==> src/hdl/srtf_pkg.sv <==
// Shared types and constants for the SRTF tick scheduler.
// Holds the beat structs, command codes and default sizes; no dependencies.
package srtf_pkg;

    localparam int MAX_TASKS_DEF = 16;
    localparam int TIME_BITS_DEF = 16;

    localparam int          TICK_W   = 21;
    localparam logic [20:0] TICK_MAX = 21'h1FFFFF;
    localparam int          CFG_W    = 5;

    localparam logic [1:0] CMD_LOAD    = 2'd0;
    localparam logic [1:0] CMD_TICK    = 2'd1;
    localparam logic [1:0] CMD_RESTART = 2'd2;

    typedef struct packed {
        logic [1:0]  command;
        logic [3:0]  entry_index;
        logic [15:0] arrival_time;
        logic [15:0] burst_time;
    } t_in_beat;

    typedef struct packed {
        logic        ran;
        logic [3:0]  run_index;
        logic        finished;
        logic [20:0] completion_tick;
        logic [20:0] turnaround;
        logic [20:0] waiting;
        logic        all_done;
    } t_out_beat;

    typedef struct packed {
        logic ab_we;
        logic rem_we;
        logic rem_arm;
    } t_mem_ctl;

endpackage

==> src/hdl/srtf_tick_scheduler.sv <==
// Flow: load and unknown commands go straight to the report state; restart sweeps every
// slot, and tick scans the active slots, then updates, forms turnaround and waiting, and reports.
// One item at a time; the next beat is taken the cycle after the result is registered.
// Reset (synchronous, i_rst_n low): clock and done count to zero, count register
// to one, remaining times read as zero until the first restart; no clearing pass.
module srtf_tick_scheduler #(
    parameter int MAX_TASKS = srtf_pkg::MAX_TASKS_DEF,
    parameter int TIME_BITS = srtf_pkg::TIME_BITS_DEF
) (
    input  logic                       i_clk,
    input  logic                       i_rst_n,
    input  logic                       i_in_valid,
    output logic                       o_in_ready,
    input  srtf_pkg::t_in_beat         i_in_data,
    output logic                       o_out_valid,
    input  logic                       i_out_ready,
    output srtf_pkg::t_out_beat        o_out_data,
    input  logic                       i_cfg_valid,
    output logic                       o_cfg_ready,
    input  logic [srtf_pkg::CFG_W-1:0] i_cfg_data
);
    import srtf_pkg::*;

    localparam int IDX_W = $clog2(MAX_TASKS);

    // Configuration: process count, always ready for a beat.
    logic [CFG_W-1:0] r_proc_count;

    // Result register: decouples the output side so a new beat is taken
    // while the previous result still waits for the consumer.
    logic      r_out_valid;
    t_out_beat r_out_data;

    logic      start;
    logic      idle;
    logic      res_valid;
    logic      res_room;
    t_out_beat res;
    t_mem_ctl  mem;

    logic [IDX_W-1:0]     ab_addr;
    logic [TIME_BITS-1:0] ab_arr;
    logic [TIME_BITS-1:0] ab_bur;
    logic [IDX_W-1:0]     rem_addr;
    logic [TIME_BITS-1:0] rem_data;
    logic [IDX_W-1:0]     rd_addr;
    logic [TIME_BITS-1:0] rd_arr;
    logic [TIME_BITS-1:0] rd_bur;
    logic [TIME_BITS-1:0] rd_rem;

    logic                 scan_clear;
    logic                 scan_vld;
    logic [IDX_W-1:0]     scan_idx;
    logic [TICK_W-1:0]    tick;
    logic                 best_found;
    logic [IDX_W-1:0]     best_idx;
    logic [TIME_BITS-1:0] best_arr;
    logic [TIME_BITS-1:0] best_bur;
    logic [TIME_BITS-1:0] best_rem;

    assign o_cfg_ready = 1'b1;
    assign o_in_ready  = idle;
    assign start       = i_in_valid && idle;
    assign res_room    = !r_out_valid || i_out_ready;

    always_ff @(posedge i_clk) begin
        if (!i_rst_n) begin
            r_proc_count <= CFG_W'(1);
            r_out_valid  <= 1'b0;
        end else begin
            if (i_cfg_valid) begin
                r_proc_count <= i_cfg_data;
            end
            // load a fresh result, or drop the one just taken
            if (res_valid) begin
                r_out_valid <= 1'b1;
                r_out_data  <= res;
            end else if (i_out_ready) begin
                r_out_valid <= 1'b0;
            end
        end
    end

    assign o_out_valid = r_out_valid;
    assign o_out_data  = r_out_data;

    srtf_ctrl #(
        .MAX_TASKS (MAX_TASKS),
        .TIME_BITS (TIME_BITS)
    ) u_ctrl (
        .i_clk        (i_clk),
        .i_rst_n      (i_rst_n),
        .i_start      (start),
        .i_item       (i_in_data),
        .i_proc_count (r_proc_count),
        .i_res_room   (res_room),
        .o_idle       (idle),
        .o_res_valid  (res_valid),
        .o_res        (res),
        .o_mem        (mem),
        .o_ab_addr    (ab_addr),
        .o_ab_arr     (ab_arr),
        .o_ab_bur     (ab_bur),
        .o_rem_addr   (rem_addr),
        .o_rem_data   (rem_data),
        .o_rd_addr    (rd_addr),
        .i_rd_bur     (rd_bur),
        .o_scan_clear (scan_clear),
        .o_scan_vld   (scan_vld),
        .o_scan_idx   (scan_idx),
        .o_tick       (tick),
        .i_best_found (best_found),
        .i_best_idx   (best_idx),
        .i_best_arr   (best_arr),
        .i_best_bur   (best_bur),
        .i_best_rem   (best_rem)
    );

    srtf_store #(
        .MAX_TASKS (MAX_TASKS),
        .TIME_BITS (TIME_BITS)
    ) u_store (
        .i_clk      (i_clk),
        .i_rst_n    (i_rst_n),
        .i_mem      (mem),
        .i_ab_addr  (ab_addr),
        .i_ab_arr   (ab_arr),
        .i_ab_bur   (ab_bur),
        .i_rem_addr (rem_addr),
        .i_rem_data (rem_data),
        .i_rd_addr  (rd_addr),
        .o_rd_arr   (rd_arr),
        .o_rd_bur   (rd_bur),
        .o_rd_rem   (rd_rem)
    );

    srtf_scan #(
        .MAX_TASKS (MAX_TASKS),
        .TIME_BITS (TIME_BITS)
    ) u_scan (
        .i_clk   (i_clk),
        .i_rst_n (i_rst_n),
        .i_clear (scan_clear),
        .i_vld   (scan_vld),
        .i_idx   (scan_idx),
        .i_arr   (rd_arr),
        .i_bur   (rd_bur),
        .i_rem   (rd_rem),
        .i_tick  (tick),
        .o_found (best_found),
        .o_idx   (best_idx),
        .o_arr   (best_arr),
        .o_bur   (best_bur),
        .o_rem   (best_rem)
    );

endmodule

==> src/hdl/srtf_store.sv <==
// Task store: arrival/burst memory and remaining-time memory, one read port.
// Depends on srtf_pkg for the memory control struct.
module srtf_store #(
    parameter int MAX_TASKS = srtf_pkg::MAX_TASKS_DEF,
    parameter int TIME_BITS = srtf_pkg::TIME_BITS_DEF
) (
    input  logic                         i_clk,
    input  logic                         i_rst_n,
    input  srtf_pkg::t_mem_ctl           i_mem,
    input  logic [$clog2(MAX_TASKS)-1:0] i_ab_addr,
    input  logic [TIME_BITS-1:0]         i_ab_arr,
    input  logic [TIME_BITS-1:0]         i_ab_bur,
    input  logic [$clog2(MAX_TASKS)-1:0] i_rem_addr,
    input  logic [TIME_BITS-1:0]         i_rem_data,
    input  logic [$clog2(MAX_TASKS)-1:0] i_rd_addr,
    output logic [TIME_BITS-1:0]         o_rd_arr,
    output logic [TIME_BITS-1:0]         o_rd_bur,
    output logic [TIME_BITS-1:0]         o_rd_rem
);
    import srtf_pkg::*;

    logic [2*TIME_BITS-1:0] r_ab_mem  [MAX_TASKS];
    logic [TIME_BITS-1:0]   r_rem_mem [MAX_TASKS];
    logic [2*TIME_BITS-1:0] r_rd_ab;
    logic [TIME_BITS-1:0]   r_rd_rem;
    logic                   r_live;
    logic                   r_rd_live;

    always_ff @(posedge i_clk) begin
        if (i_mem.ab_we) begin
            r_ab_mem[i_ab_addr] <= {i_ab_arr, i_ab_bur};
        end
        if (i_mem.rem_we) begin
            r_rem_mem[i_rem_addr] <= i_rem_data;
        end
        r_rd_ab  <= r_ab_mem[i_rd_addr];
        r_rd_rem <= r_rem_mem[i_rd_addr];
    end

    // remaining times read as zero until the first restart sweep fills them
    always_ff @(posedge i_clk) begin
        if (!i_rst_n) begin
            r_live    <= 1'b0;
            r_rd_live <= 1'b0;
        end else begin
            if (i_mem.rem_arm) begin
                r_live <= 1'b1;
            end
            r_rd_live <= r_live;
        end
    end

    assign o_rd_arr = r_rd_ab[2*TIME_BITS-1:TIME_BITS];
    assign o_rd_bur = r_rd_ab[TIME_BITS-1:0];
    assign o_rd_rem = r_rd_live ? r_rd_rem : '0;

endmodule

==> src/hdl/srtf_scan.sv <==
// Running-minimum unit: keeps the best ready task seen during a table scan.
// Depends on srtf_pkg for the tick width.
module srtf_scan #(
    parameter int MAX_TASKS = srtf_pkg::MAX_TASKS_DEF,
    parameter int TIME_BITS = srtf_pkg::TIME_BITS_DEF
) (
    input  logic                         i_clk,
    input  logic                         i_rst_n,
    input  logic                         i_clear,
    input  logic                         i_vld,
    input  logic [$clog2(MAX_TASKS)-1:0] i_idx,
    input  logic [TIME_BITS-1:0]         i_arr,
    input  logic [TIME_BITS-1:0]         i_bur,
    input  logic [TIME_BITS-1:0]         i_rem,
    input  logic [srtf_pkg::TICK_W-1:0]  i_tick,
    output logic                         o_found,
    output logic [$clog2(MAX_TASKS)-1:0] o_idx,
    output logic [TIME_BITS-1:0]         o_arr,
    output logic [TIME_BITS-1:0]         o_bur,
    output logic [TIME_BITS-1:0]         o_rem
);
    import srtf_pkg::*;

    localparam int IDX_W = $clog2(MAX_TASKS);
    localparam int CW    = (TIME_BITS > TICK_W) ? TIME_BITS : TICK_W;

    logic             r_found;
    logic [IDX_W-1:0] r_idx;
    logic [TIME_BITS-1:0] r_arr;
    logic [TIME_BITS-1:0] r_bur;
    logic [TIME_BITS-1:0] r_rem;
    logic             ready_now;
    logic             take;

    // strict less-than keeps the lowest index on a tie
    assign ready_now = (CW'(i_arr) <= CW'(i_tick)) && (i_rem != '0);
    assign take      = i_vld && ready_now && (!r_found || (i_rem < r_rem));

    always_ff @(posedge i_clk) begin
        if (!i_rst_n) begin
            r_found <= 1'b0;
        end else if (i_clear) begin
            r_found <= 1'b0;
        end else if (take) begin
            r_found <= 1'b1;
            r_idx   <= i_idx;
            r_arr   <= i_arr;
            r_bur   <= i_bur;
            r_rem   <= i_rem;
        end
    end

    assign o_found = r_found;
    assign o_idx   = r_idx;
    assign o_arr   = r_arr;
    assign o_bur   = r_bur;
    assign o_rem   = r_rem;

endmodule

==> src/hdl/srtf_ctrl.sv <==
// Sequencer: load, restart sweep, scan, write-back, turnaround, waiting and report stages.
// Depends on srtf_pkg; drives srtf_store and srtf_scan.
module srtf_ctrl #(
    parameter int MAX_TASKS = srtf_pkg::MAX_TASKS_DEF,
    parameter int TIME_BITS = srtf_pkg::TIME_BITS_DEF
) (
    input  logic                         i_clk,
    input  logic                         i_rst_n,
    input  logic                         i_start,
    input  srtf_pkg::t_in_beat           i_item,
    input  logic [srtf_pkg::CFG_W-1:0]   i_proc_count,
    input  logic                         i_res_room,
    output logic                         o_idle,
    output logic                         o_res_valid,
    output srtf_pkg::t_out_beat          o_res,
    output srtf_pkg::t_mem_ctl           o_mem,
    output logic [$clog2(MAX_TASKS)-1:0] o_ab_addr,
    output logic [TIME_BITS-1:0]         o_ab_arr,
    output logic [TIME_BITS-1:0]         o_ab_bur,
    output logic [$clog2(MAX_TASKS)-1:0] o_rem_addr,
    output logic [TIME_BITS-1:0]         o_rem_data,
    output logic [$clog2(MAX_TASKS)-1:0] o_rd_addr,
    input  logic [TIME_BITS-1:0]         i_rd_bur,
    output logic                         o_scan_clear,
    output logic                         o_scan_vld,
    output logic [$clog2(MAX_TASKS)-1:0] o_scan_idx,
    output logic [srtf_pkg::TICK_W-1:0]  o_tick,
    input  logic                         i_best_found,
    input  logic [$clog2(MAX_TASKS)-1:0] i_best_idx,
    input  logic [TIME_BITS-1:0]         i_best_arr,
    input  logic [TIME_BITS-1:0]         i_best_bur,
    input  logic [TIME_BITS-1:0]         i_best_rem
);
    import srtf_pkg::*;

    localparam int IDX_W = $clog2(MAX_TASKS);
    localparam int CNT_W = $clog2(MAX_TASKS + 1);
    localparam int CW    = (TIME_BITS > TICK_W) ? TIME_BITS : TICK_W;

    typedef enum logic [2:0] {
        S_IDLE,
        S_RSTW,
        S_SCAN,
        S_UPD,
        S_TAT,
        S_WT,
        S_DONE
    } t_state;

    t_state            r_state;
    logic [CNT_W-1:0]  r_addr;
    logic              r_rd_vld;
    logic [IDX_W-1:0]  r_rd_idx;
    logic [TICK_W-1:0] r_tick;
    logic [CNT_W-1:0]  r_done;
    logic              r_ran;
    logic [3:0]        r_run_idx;
    logic              r_fin;
    logic [TICK_W-1:0] r_comp;
    logic [TICK_W-1:0] r_tat;
    logic [TICK_W-1:0] r_wt;

    logic [CNT_W-1:0]  cnt;
    logic              issue;
    logic              rd_counted;

    // take a 16-bit time field in the low TIME_BITS bits
    function automatic logic [TIME_BITS-1:0] to_time(input logic [15:0] v);
        logic [TIME_BITS+15:0] t;
        t = {{TIME_BITS{1'b0}}, v};
        return t[TIME_BITS-1:0];
    endfunction

    // entry index modulo the table size, by repeated subtraction
    function automatic logic [IDX_W-1:0] slot_of(input logic [3:0] v);
        logic [7:0] s;
        s = {4'b0, v};
        for (int k = 0; k < 8; k++) begin
            if (s >= 8'(MAX_TASKS)) begin
                s = s - 8'(MAX_TASKS);
            end
        end
        return s[IDX_W-1:0];
    endfunction

    function automatic logic [3:0] idx4(input logic [IDX_W-1:0] v);
        logic [IDX_W+3:0] t;
        t = {4'b0, v};
        return t[3:0];
    endfunction

    always_comb begin
        if (8'(i_proc_count) > 8'(MAX_TASKS)) begin
            cnt = CNT_W'(MAX_TASKS);
        end else begin
            cnt = CNT_W'(i_proc_count);
        end
    end

    assign issue = ((r_state == S_SCAN) && (r_addr < cnt)) ||
                   ((r_state == S_RSTW) && (r_addr < CNT_W'(MAX_TASKS)));
    assign rd_counted = CNT_W'(r_rd_idx) < cnt;

    always_ff @(posedge i_clk) begin
        if (!i_rst_n) begin
            r_state  <= S_IDLE;
            r_rd_vld <= 1'b0;
            r_tick   <= '0;
            r_done   <= '0;
        end else begin
            r_rd_vld <= issue;
            r_rd_idx <= r_addr[IDX_W-1:0];
            if (issue) begin
                r_addr <= r_addr + CNT_W'(1);
            end
            case (r_state)
                S_IDLE: begin
                    if (i_start) begin
                        r_ran     <= 1'b0;
                        r_run_idx <= '0;
                        r_fin     <= 1'b0;
                        r_comp    <= '0;
                        r_tat     <= '0;
                        r_wt      <= '0;
                        r_addr    <= '0;
                        case (i_item.command)
                            CMD_TICK: begin
                                r_state <= S_SCAN;
                            end
                            CMD_RESTART: begin
                                r_tick  <= '0;
                                r_done  <= '0;
                                r_state <= S_RSTW;
                            end
                            default: begin
                                r_state <= S_DONE;
                            end
                        endcase
                    end
                end
                S_RSTW: begin
                    if (r_rd_vld && rd_counted && (i_rd_bur == '0)) begin
                        r_done <= r_done + CNT_W'(1);
                    end
                    if (!issue && !r_rd_vld) begin
                        r_state <= S_DONE;
                    end
                end
                S_SCAN: begin
                    if (!issue && !r_rd_vld) begin
                        r_state <= S_UPD;
                    end
                end
                S_UPD: begin
                    if (i_best_found) begin
                        r_ran     <= 1'b1;
                        r_run_idx <= idx4(i_best_idx);
                        if (i_best_rem == TIME_BITS'(1)) begin
                            r_fin  <= 1'b1;
                            r_done <= r_done + CNT_W'(1);
                            r_comp <= (r_tick == TICK_MAX) ? TICK_MAX
                                                           : r_tick + TICK_W'(1);
                        end
                    end
                    if (r_tick != TICK_MAX) begin
                        r_tick <= r_tick + TICK_W'(1);
                    end
                    r_state <= S_TAT;
                end
                S_TAT: begin
                    if (r_fin && (CW'(r_comp) >= CW'(i_best_arr))) begin
                        r_tat <= TICK_W'(CW'(r_comp) - CW'(i_best_arr));
                    end
                    r_state <= S_WT;
                end
                S_WT: begin
                    if (r_fin && (CW'(r_tat) >= CW'(i_best_bur))) begin
                        r_wt <= TICK_W'(CW'(r_tat) - CW'(i_best_bur));
                    end
                    r_state <= S_DONE;
                end
                S_DONE: begin
                    if (i_res_room) begin
                        r_state <= S_IDLE;
                    end
                end
                default: begin
                    r_state <= S_IDLE;
                end
            endcase
        end
    end

    always_comb begin
        o_mem.ab_we   = (r_state == S_IDLE) && i_start && (i_item.command == CMD_LOAD);
        o_mem.rem_arm = (r_state == S_IDLE) && i_start && (i_item.command == CMD_RESTART);
        o_mem.rem_we  = 1'b0;
        o_rem_addr    = r_rd_idx;
        o_rem_data    = '0;
        if ((r_state == S_RSTW) && r_rd_vld) begin
            o_mem.rem_we = 1'b1;
            o_rem_data   = rd_counted ? i_rd_bur : '0;
        end else if ((r_state == S_UPD) && i_best_found) begin
            o_mem.rem_we = 1'b1;
            o_rem_addr   = i_best_idx;
            o_rem_data   = i_best_rem - TIME_BITS'(1);
        end
    end

    assign o_ab_addr    = slot_of(i_item.entry_index);
    assign o_ab_arr     = to_time(i_item.arrival_time);
    assign o_ab_bur     = to_time(i_item.burst_time);
    assign o_rd_addr    = r_addr[IDX_W-1:0];
    assign o_scan_clear = (r_state == S_IDLE) && i_start;
    assign o_scan_vld   = (r_state == S_SCAN) && r_rd_vld;
    assign o_scan_idx   = r_rd_idx;
    assign o_tick       = r_tick;

    assign o_idle      = (r_state == S_IDLE);
    assign o_res_valid = (r_state == S_DONE) && i_res_room;

    always_comb begin
        o_res.ran             = r_ran;
        o_res.run_index       = r_run_idx;
        o_res.finished        = r_fin;
        o_res.completion_tick = r_comp;
        o_res.turnaround      = r_tat;
        o_res.waiting         = r_wt;
        o_res.all_done        = (r_done >= cnt);
    end

endmodule

==> config.mk <==
export PLATFORM = sky130hd
export DESIGN_NAME = srtf_tick_scheduler
export DESIGN_NICKNAME = d
export VERILOG_FILES = /design/src/hdl/srtf_pkg.sv /design/src/hdl/srtf_tick_scheduler.sv /design/src/hdl/srtf_store.sv /design/src/hdl/srtf_scan.sv /design/src/hdl/srtf_ctrl.sv
export SDC_FILE = /design/constraint.sdc
export NUM_CORES = 1
export LEC_CHECK = 0
export BUFFER_PORTS_ARGS = -buffer_cell sky130_fd_sc_hd__buf_2
export CORE_MARGIN = 2
export CORE_UTILIZATION = 45
export CTS_CLUSTER_DIAMETER = 150
export DETAILED_ROUTE_END_ITERATION = 10
export HOLD_SLACK_MARGIN = 0.06
export PLACE_DENSITY = 0.57
export SLEW_MARGIN = 20
export SYNTH_ARGS = -nofsm -noshare
export SYNTH_HDL_FRONTEND = slang
export SYNTH_SLANG_ARGS = --single-unit
==> constraint.sdc <==
create_clock -name i_clk -period 30.1 [get_ports i_clk]
set_input_delay 6.02 -clock i_clk [delete_from_list [all_inputs] [get_ports i_clk]]
set_output_delay 6.02 -clock i_clk [all_outputs]
set_load 0.03 [all_outputs]
-- Word-level counts from Yosys, hierarchy flattened
Memory sizes are Yosys's and may differ from the RTL's. A register that Yosys moved wholly into a read port is not among the register bits.
Index checks and enable logic that the tools add are counted.
- memory bits (writable): 768
- input bits: 48
- bits in registers: 239
- memories: 2
- reductions and logical operators: 44
- add/subtract/negate cells: 6
- multiplexer cells: 52
- bitwise logic cells: 2
- $lt $le $gt $ge: 9
- equality and inequality tests: 22
- memories (memory ; depth ; bits a word ; read ports ; clocked after memory_dff ; write ports ; line ; source):
    u_store.r_ab_mem ; 16 ; 32 ; 1 ; 1 ; 1 ; srtf_store.sv:22 ; logic [2*TIME_BITS-1:0] r_ab_mem [MAX_TASKS];
    u_store.r_rem_mem ; 16 ; 16 ; 1 ; 1 ; 1 ; srtf_store.sv:23 ; logic [TIME_BITS-1:0] r_rem_mem [MAX_TASKS];
- operators by type and width (cell ; number):
    2-to-1 mux 21 bit ; 9
    one-hot mux 21 bit (2 select lines) ; 4
    2-to-1 mux 16 bit ; 4
    2-to-1 mux 5 bit ; 9
    >= comparator 21 x 16 -> 1 bit ; 2
    subtractor 21 x 16 -> 21 bit ; 2
    adder 21 x 1 -> 21 bit, second input constant ; 1
    == test 21 bit, second input constant ; 1
    less-or-equal comparator 16 x 21 -> 1 bit ; 1
    inequality test 21 bit, second input constant ; 1
    one-hot mux 3 bit (7 select lines) ; 1
    AND reduction 4 bit ; 5
    logical AND 1 bit ; 18
    inequality test 2 x 1 -> 1 bit, second input constant ; 9
    == test 16 x 1 -> 1 bit, second input constant ; 1
    logical NOT 16 bit ; 1
    less-than comparator 16 bit ; 1
    2-to-1 mux 4 bit ; 4
    nonzero test 16 bit ; 1
    subtractor 16 x 1 -> 16 bit, second input constant ; 1
    one-hot mux 5 bit (3 select lines) ; 1
    2-to-1 mux 1 bit ; 12
    2-to-1 mux 3 bit ; 4
    adder 5 x 1 -> 5 bit, second input constant ; 2
    other kinds (26) ; 40

-- Depth between registers and ports, before layout
Gate-level depths: netlist (run 1).
- depth in word-level cells: 9
- mapped depth: 10
- mapped depth without buffers: 10

-- Cells and area by module
A second synthesis (run 1) with hierarchy kept.
- cells, all modules: 2422
- area, all modules: 42410.7 µm²
- by module, submodules not included (module ; seq. area each (µm²) ; cells an instance ; instances ; area each (µm²)):
    srtf_store ; 24063.1 ; 1286 ; 1 ; 29958.7
    srtf_ctrl ; 2942.8 ; 865 ; 1 ; 7662.3
    srtf_scan ; 1581.5 ; 177 ; 1 ; 2436.1
    srtf_tick_scheduler ; 2222.1 ; 94 ; 1 ; 2353.5

-- Least setup slack after synthesis (run 1)
OpenSTA, ideal clock, no wires.
- path type: input to register
- start point: input i_rst_n
- end point: register r_out_data, in the netlist o_out_data[0], enable pin
- library setup time: 0.696 ns
- path slack: 15.558 ns
- stages on the path: 3
- required time: 29.404 ns
- arrival time: 13.847 ns
- path through: clkdlybuf4s50_2 > nand2_1 > nor4b_1
- longest elaborated chain between the ends: 1
- RTL lines (element ; line ; source):
    start, declared ; srtf_tick_scheduler.sv:11 ; input logic i_rst_n,
    AND reduction 2 bit (no line) ; -- ;
    end signal, assigned ; srtf_tick_scheduler.sv:77 ; r_out_data <= res;
    end, declared ; srtf_tick_scheduler.sv:32 ; t_out_beat r_out_data;
No other way between the ends.
A chain may end at the register's enable or synchronous reset.

-- Worst setup path in the final report (run 1)
- start point: input i_rst_n
- end point: register u_scan.r_arr[10] (netlist: u_scan.o_arr[10]), enable pin
- longest elaborated chain between the ends: 1
- RTL lines (element ; line ; source):
    AND reduction 3 bit (no line) ; -- ;
    end signal, assigned ; srtf_scan.sv:47 ; r_arr <= i_arr;
    end, declared ; srtf_scan.sv:29 ; logic [TIME_BITS-1:0] r_arr;
No other way between the ends.

==> flow_summary.toml, run 1 <==
[timing]
fin_crit_sh_pct = 27.31
fin_skew_ns = 0.02870
whs_ns = 0.4191
period_needed_ns = 8.221
maxSlewHeadroom_pct = 28.66
rsz0062_at_grt = "no"
setup_violations = 0
hold_viol_final = 0
finalMaxSlewViolations = 0
tightest_slew_ns = 1.068
fmax_mhz = 121.6
fin_tns_setup_ns = 0

[synthesis]
syn_nets = 2422
syn_area_um2 = 42360
synth_edf_count = 968
synthFlopType = "edfxtp_1"
syn_avg_cell_area_um2 = 18.51
synth_compound_area_share_pct = 3.698
synthMuxAreaShare_pct = 12.93
yosys.area_share.adder_pct = 2.546
ys_seq_elements = 1055
synth-xor-area-share_pct = 1.240
yosys_warnings = 0
ys_types = 81
seq_area_frac_synth_pct = 72.73
async_flop_share_pct = 0
yosys.area_share.simple_pct = 4.962
synth_top_family_by_area = "multiplexers"
synthCells = 2289

[global_routing]
grt_pass1_vias = 21950
grt_antenna_before_repair = 10
grt_start_max_net_pins = 157
grt.overflow.total = 0
grt_pass1_wl_um = 145400
grt_usage_pct = 20.25

[setup_path]
critPathKind = "in2reg"
start_kind = "input pin"
crit_fanout = 53
cp-end-kind = "flop"
crit_start = "i_rst_n"
worstReg2RegStart = "u_ctrl.r_state[0]$_SDFFE_PN0P_"
required_ns = 30.43
worstPathArrival_ns = 8.55

[pwr]
ir_drop_v = 0.00007696
swShare_pct = 26.31
power.net_switching_mw = 1.015
clockPowerShare_pct = 35.4
leakage_nw = 16.58
p_comb_share_pct = 19.3
p_int_mw = 2.844
power_frac_seq_pct = 45.3
p_per_area_nw_per_um2 = 79.63

[run_status]
outcome = "completed"

[die]
ios = 121
fp.coreArea_um2 = 93330
die-width_um = 310.8
start_util_pct = 45.39
die_h_um = 310.8
row_count = 112
dieArea_um2 = 96610

[clocking]
cts_tree = "done"
clk_pin_slew_ns = 0.06
clock_sinks = 1055
cts_root_buf = "clkbuf_16"
cts_setup_buffers = 0
postCtsHoldBufs = 0
cts_made_buffers = 110
clkLatencyLatePin_ns = 0.68
htreeDepth = 3
ctsResizeCount = 0
clockBufferDepth = 3

[cells_and_area]
areaGrowthSynthToFinish_pct = 14.41
multi_input_area_um2 = 10940
layout-drive-gt1-share_pct = 24.84
regArea_um2 = 30810
utilization_pct = 51.93
fillers = 7540
nets = 2615
antennaDiodeCount = 0

[placed_design]
portBuffers = 119
hpwlAfterDp_um = 61880
gp_congestion = 0.9004

[hold_path]
hp-start = "u_ctrl.r_wt[19]$_SDFFCE_PP0P_"
hold_class = "reg2reg"

[route]
drt-total-wl_um = 97160
detail-route-antenna-nets = 0
first_pass_iters = 5
drt_iter0_markers = 1881
wl_per_cell_um = 25.37
drc = 0
routed_via_density = 5.660
vias = 21680

[job]
max_cap_viol_count = 0
-- routing by layer --
layer | part of all wire, % | track usage [%] | up-vias | routed length (µm)
met4 | 2.1 | 5.599 | 2 | 2088
met5 | 0.011 | 0 | - | 11
li1 | - | - | 9565 | -
met1 | 44 | 29.24 | 11270 | 42540
met2 | 48 | 32.16 | 695 | 46750
met3 | 5.9 | 3.259 | 147 | 5774
-- path summary, 6_finish.rpt --
check                                 endpoint  slack, ns  cells after the start
min reg2reg           o_out_data[20]$_DFFE_PP_       0.42                      0
max                 u_scan.o_arr[10]$_DFFE_PP_      21.88                      8
max reg2reg  u_store.r_rem_mem[1][5]$_DFFE_PP_      25.46                      8
min                   o_out_data[20]$_DFFE_PP_       0.42                      0
-- cells by family after synthesis --
| group | after synthesis |
|---|---|
| fa+ha+maj | 85 |
| other cells | 1 |
| xor+xnor | 60 |
| flops | 1055 |
| compound gates | 248 |
| buf+inv | 188 |
| mux | 247 |
| simple gates | 405 |
-- sequential cells by signal, summed over array words and instances (netlist names), 4 cells and up --
signal             count
o_out_data            70
r_proc_count           5
u_ctrl.o_scan_idx      4
u_ctrl.o_tick         21
u_ctrl.r_addr          5
u_ctrl.r_comp         21
u_ctrl.r_done          5
u_ctrl.r_run_idx       4
u_ctrl.r_tat          21
u_ctrl.r_wt           21
u_scan.o_arr          16
u_scan.o_bur          16
u_scan.o_idx           4
u_scan.o_rem          16
u_store.r_ab_mem     512
u_store.r_rd_ab       32
u_store.r_rd_rem      16
u_store.r_rem_mem    256
-- placed cells by master, fill, tap and decap left out, drive strengths merged, types with 5 or more instances in the layout --
cell type	count
edfxtp	968
mux4	240
buf	174
clkbuf	142
inv	106
nor2	104
dfxtp	87
ha	83
nand2	77
a21oi	69
o21ai	67
xnor2	48
nand3	46
clkinv	38
nor3	33
a21o	29
and2	25
nand2b	20
nor2b	18
and3	18
a31oi	17
nand4	15
xor2	12
bufinv	12
nor4	12
or3	9
o21a	8
o211ai	8
o31ai	7
mux2i	6
and4	6
nor3b	5
or4	5
a21boi	5
a211oi	5
-- cell type report --
cell class	instances	area share [%]
Clock buffer	142	6.208
Clock inverter	64	1.350
Inverter	95	0.7357
Multi-Input combinational cell	1046	22.57
Sequential cell	1055	63.56
Tap cell	1254	3.237
Timing Repair Buffer	174	2.334
-- synth_stat cells (all sizes together), types with 7 or more instances --
| cell | n | area (µm²) |
|---|---|---|
| o21a | 8 | 60.06 |
| nor3 | 33 | 192.7 |
| nor4 | 12 | 105.1 |
| nor2b | 18 | 112.6 |
| a21oi | 69 | 345.3 |
| ha | 83 | 1039 |
| nor2 | 104 | 390.4 |
| edfxtp | 968 | 29070 |
| nand3 | 46 | 230.2 |
| o21ai | 67 | 335.3 |
| o31ai | 7 | 52.55 |
| xnor2 | 48 | 420.4 |
| a31oi | 17 | 106.4 |
| clkbuf | 60 | 266.5 |
| o211ai | 8 | 60.06 |
| nand4 | 15 | 100.1 |
| and3 | 18 | 112.6 |
| buf | 32 | 167.7 |
| a21o | 29 | 217.7 |
| mux4 | 240 | 5405 |
| inv | 95 | 356.6 |
| and2 | 25 | 157.7 |
| nand2 | 77 | 289.0 |
| or3 | 9 | 56.30 |
| dfxtp | 87 | 1742 |
| xor2 | 12 | 105.1 |
| nand2b | 20 | 127.6 |
-- metrics by stage --
stage                     power (mW)  setup slack [ns]  instance area, µm²  cells
after global placement         2.526             21.32               44650   3618
after global routing           4.017             21.67               48470   3830
after detailed placement       2.537             21.18               44770   3623
after CTS                      3.904             21.91               48430   3829
after floorplan                2.302             15.56               42360   2289
final                          3.860             21.88               48470   3830
-- power by group through the flow --
stage	registers, mW	logic (mW)	clock network (mW)
3_3_place_gp	1.78	0.749	0
3_5_place_dp	1.78	0.758	0
5_1_grt	1.75	0.808	1.46
6_report	1.75	0.746	1.37
2_1_floorplan	1.74	0.557	0
4_1_cts	1.75	0.760	1.40
-- worst max-delay path: stages --
cell and delay, ns:
buf_2 0.08, buf_4 0.45, nand2_1 0.21, nor2_1 0.20, nand4_1 0.14, a311oi_1 0.34
o41a_2 0.55, buf_4 0.49
Note: power is estimated with default switching activity, not from simulation.
==> run 2, diff against run 1 <==
- PLACE_DENSITY: 0.57 -> 0.59
- clock period: 30.1 -> 7.5 ns (I/O delays scaled with it)
==> flow_summary.toml, run 2 (same netlist as run 1, synthesis figures left out) <==
[run_status]
outcome = "completed"

[timing]
fin_skew_ns = 0.02391
tightest_slew_ns = 1.120
fin_tns_setup_ns = 0
rsz0062_at_grt = "no"
setup_violations = 0
finalMaxSlewViolations = 0
maxSlewHeadroom_pct = 25.36
fmax_mhz = 255.2
period_needed_ns = 3.919
hold_viol_final = 0
fin_crit_sh_pct = 52.25

[cells_and_area]
top_register = "u_store.r_ab_mem"
nets = 2601
layout-drive-gt1-share_pct = 24.51
final_cell_area_um2 = 48290
antennaDiodeCount = 0
largest_reg_flops = 512
regArea_um2 = 30810
areaGrowthSynthToFinish_pct = 13.98
fillers = 7486
multi_input_area_um2 = 10950
layout_commonest_cell = "edfxtp_1"
final_cell_mix = "edfxtp_1, mux4_2, buf_2, clkbuf_16, inv_1"

[route]
vias = 21560
wl_per_cell_um = 25.36
routed_via_density = 5.655
first_pass_iters = 5
drt_iter0_markers = 1846
drc = 0
detail-route-antenna-nets = 0
drt-total-wl_um = 96670

[clocking]
clockBufferDepth = 3
htreeDepth = 3
clk_pin_slew_ns = 0.06
clock_sinks = 1055
cts_setup_buffers = 0
postCtsHoldBufs = 0
cts_tree = "done"
clkLatencyLatePin_ns = 0.68
ctsResizeCount = 0
cts_made_buffers = 106
cts_root_buf = "clkbuf_16"

[setup_path]
start_kind = "flop"
required_ns = 7.81
cp-end-kind = "flop"
critPathKind = "reg2reg"
worstPathArrival_ns = 4.22
crit_fanout = 25

[die]
die_h_um = 310.8
ios = 121
dieArea_um2 = 96610
row_count = 112
die-width_um = 310.8
start_util_pct = 45.39
fp.coreArea_um2 = 93330

[global_routing]
grt_start_max_net_pins = 112
grt_usage_pct = 20.11
grt.overflow.total = 0
busiest_layer = "met2"
met3_usage_pct = 3.219
grt_pass1_vias = 21950
met1_usage_pct = 28.77
use_met2_pct = 32.22
grt_antenna_before_repair = 12
grt_pass1_wl_um = 144800

[pwr]
ir_drop_v = 0.0003310
p_per_area_nw_per_um2 = 320.6
leakage_nw = 16.47
power.total_mw = 15.48

[placed_design]
gp_congestion = 0.8908
portBuffers = 119
hpwlAfterDp_um = 62970
post_dp_cell_area_um2 = 44660

[hold_path]
hold_class = "reg2reg"

[job]
max_cap_viol_count = 0
==> run 2: cell count changes in the layout (fill, tap and decap cells not counted), sizes merged <==
cell      before  now
buf          174  164
clkbuf       142  136
inv          106  100
clkinvlp       3    6
bufinv        12   14
clkinv        38   37
==> run 2: metrics by stage <==
stage	hold WS, ns	worst slack, ns	cells	utilization, %
global route	0.4223	3.261	3812	51.74
floorplan	0.4003	0.9761	2289	-
detailed placement	0.4054	2.979	3614	47.85
global placement	0.4055	3.151	3612	47.79
CTS	0.4194	3.532	3812	51.71
finish	0.4183	3.581	3812	51.74
==> run 2: power breakdown <==
part	switching (mW)	internal (mW)
combinational	1.62	1.43
clock	2.21	3.18
sequential	0.291	6.75
total	4.13	11.4
==> run 2: worst max-delay path, stage by stage, from the launching register on <==
cell     delay (ns)
dfxtp_1        0.63
nor2b_1        0.56
nand2_1        0.15
inv_1          0.50
nand2_1        0.12
buf_4          0.25
nor3b_1        0.24
a31oi_1        0.19
nor2_2         0.86
==> run 2: worst paths after layout <==
path                             startpoint                                end  slack [ns]  depth (start not counted)
max          u_ctrl.r_state[0]$_SDFFE_PN0P_  u_store.r_rem_mem[8][4]$_DFFE_PP_        3.58                          8
min            u_ctrl.r_wt[7]$_SDFFCE_PP0P_            o_out_data[8]$_DFFE_PP_        0.42                          0
max reg2reg  u_ctrl.r_state[0]$_SDFFE_PN0P_  u_store.r_rem_mem[8][4]$_DFFE_PP_        3.58                          8
min reg2reg    u_ctrl.r_wt[7]$_SDFFCE_PP0P_            o_out_data[8]$_DFFE_PP_        0.42                          0
==> run 2: final cells by class <==
cell class	instances	area share, %
Timing Repair Buffer	164	2.068
Inverter	95	0.7385
Tap cell	1254	3.249
Sequential cell	1055	63.81
Clock inverter	62	1.547
Multi-Input combinational cell	1046	22.68
Clock buffer	136	5.913
==> run 2: routing by layer <==
layer | up-vias | wire, µm
li1 | 9530 | -
met1 | 11190 | 42890
met2 | 685 | 46330
met3 | 147 | 5277
met4 | 10 | 2107
met5 | - | 69
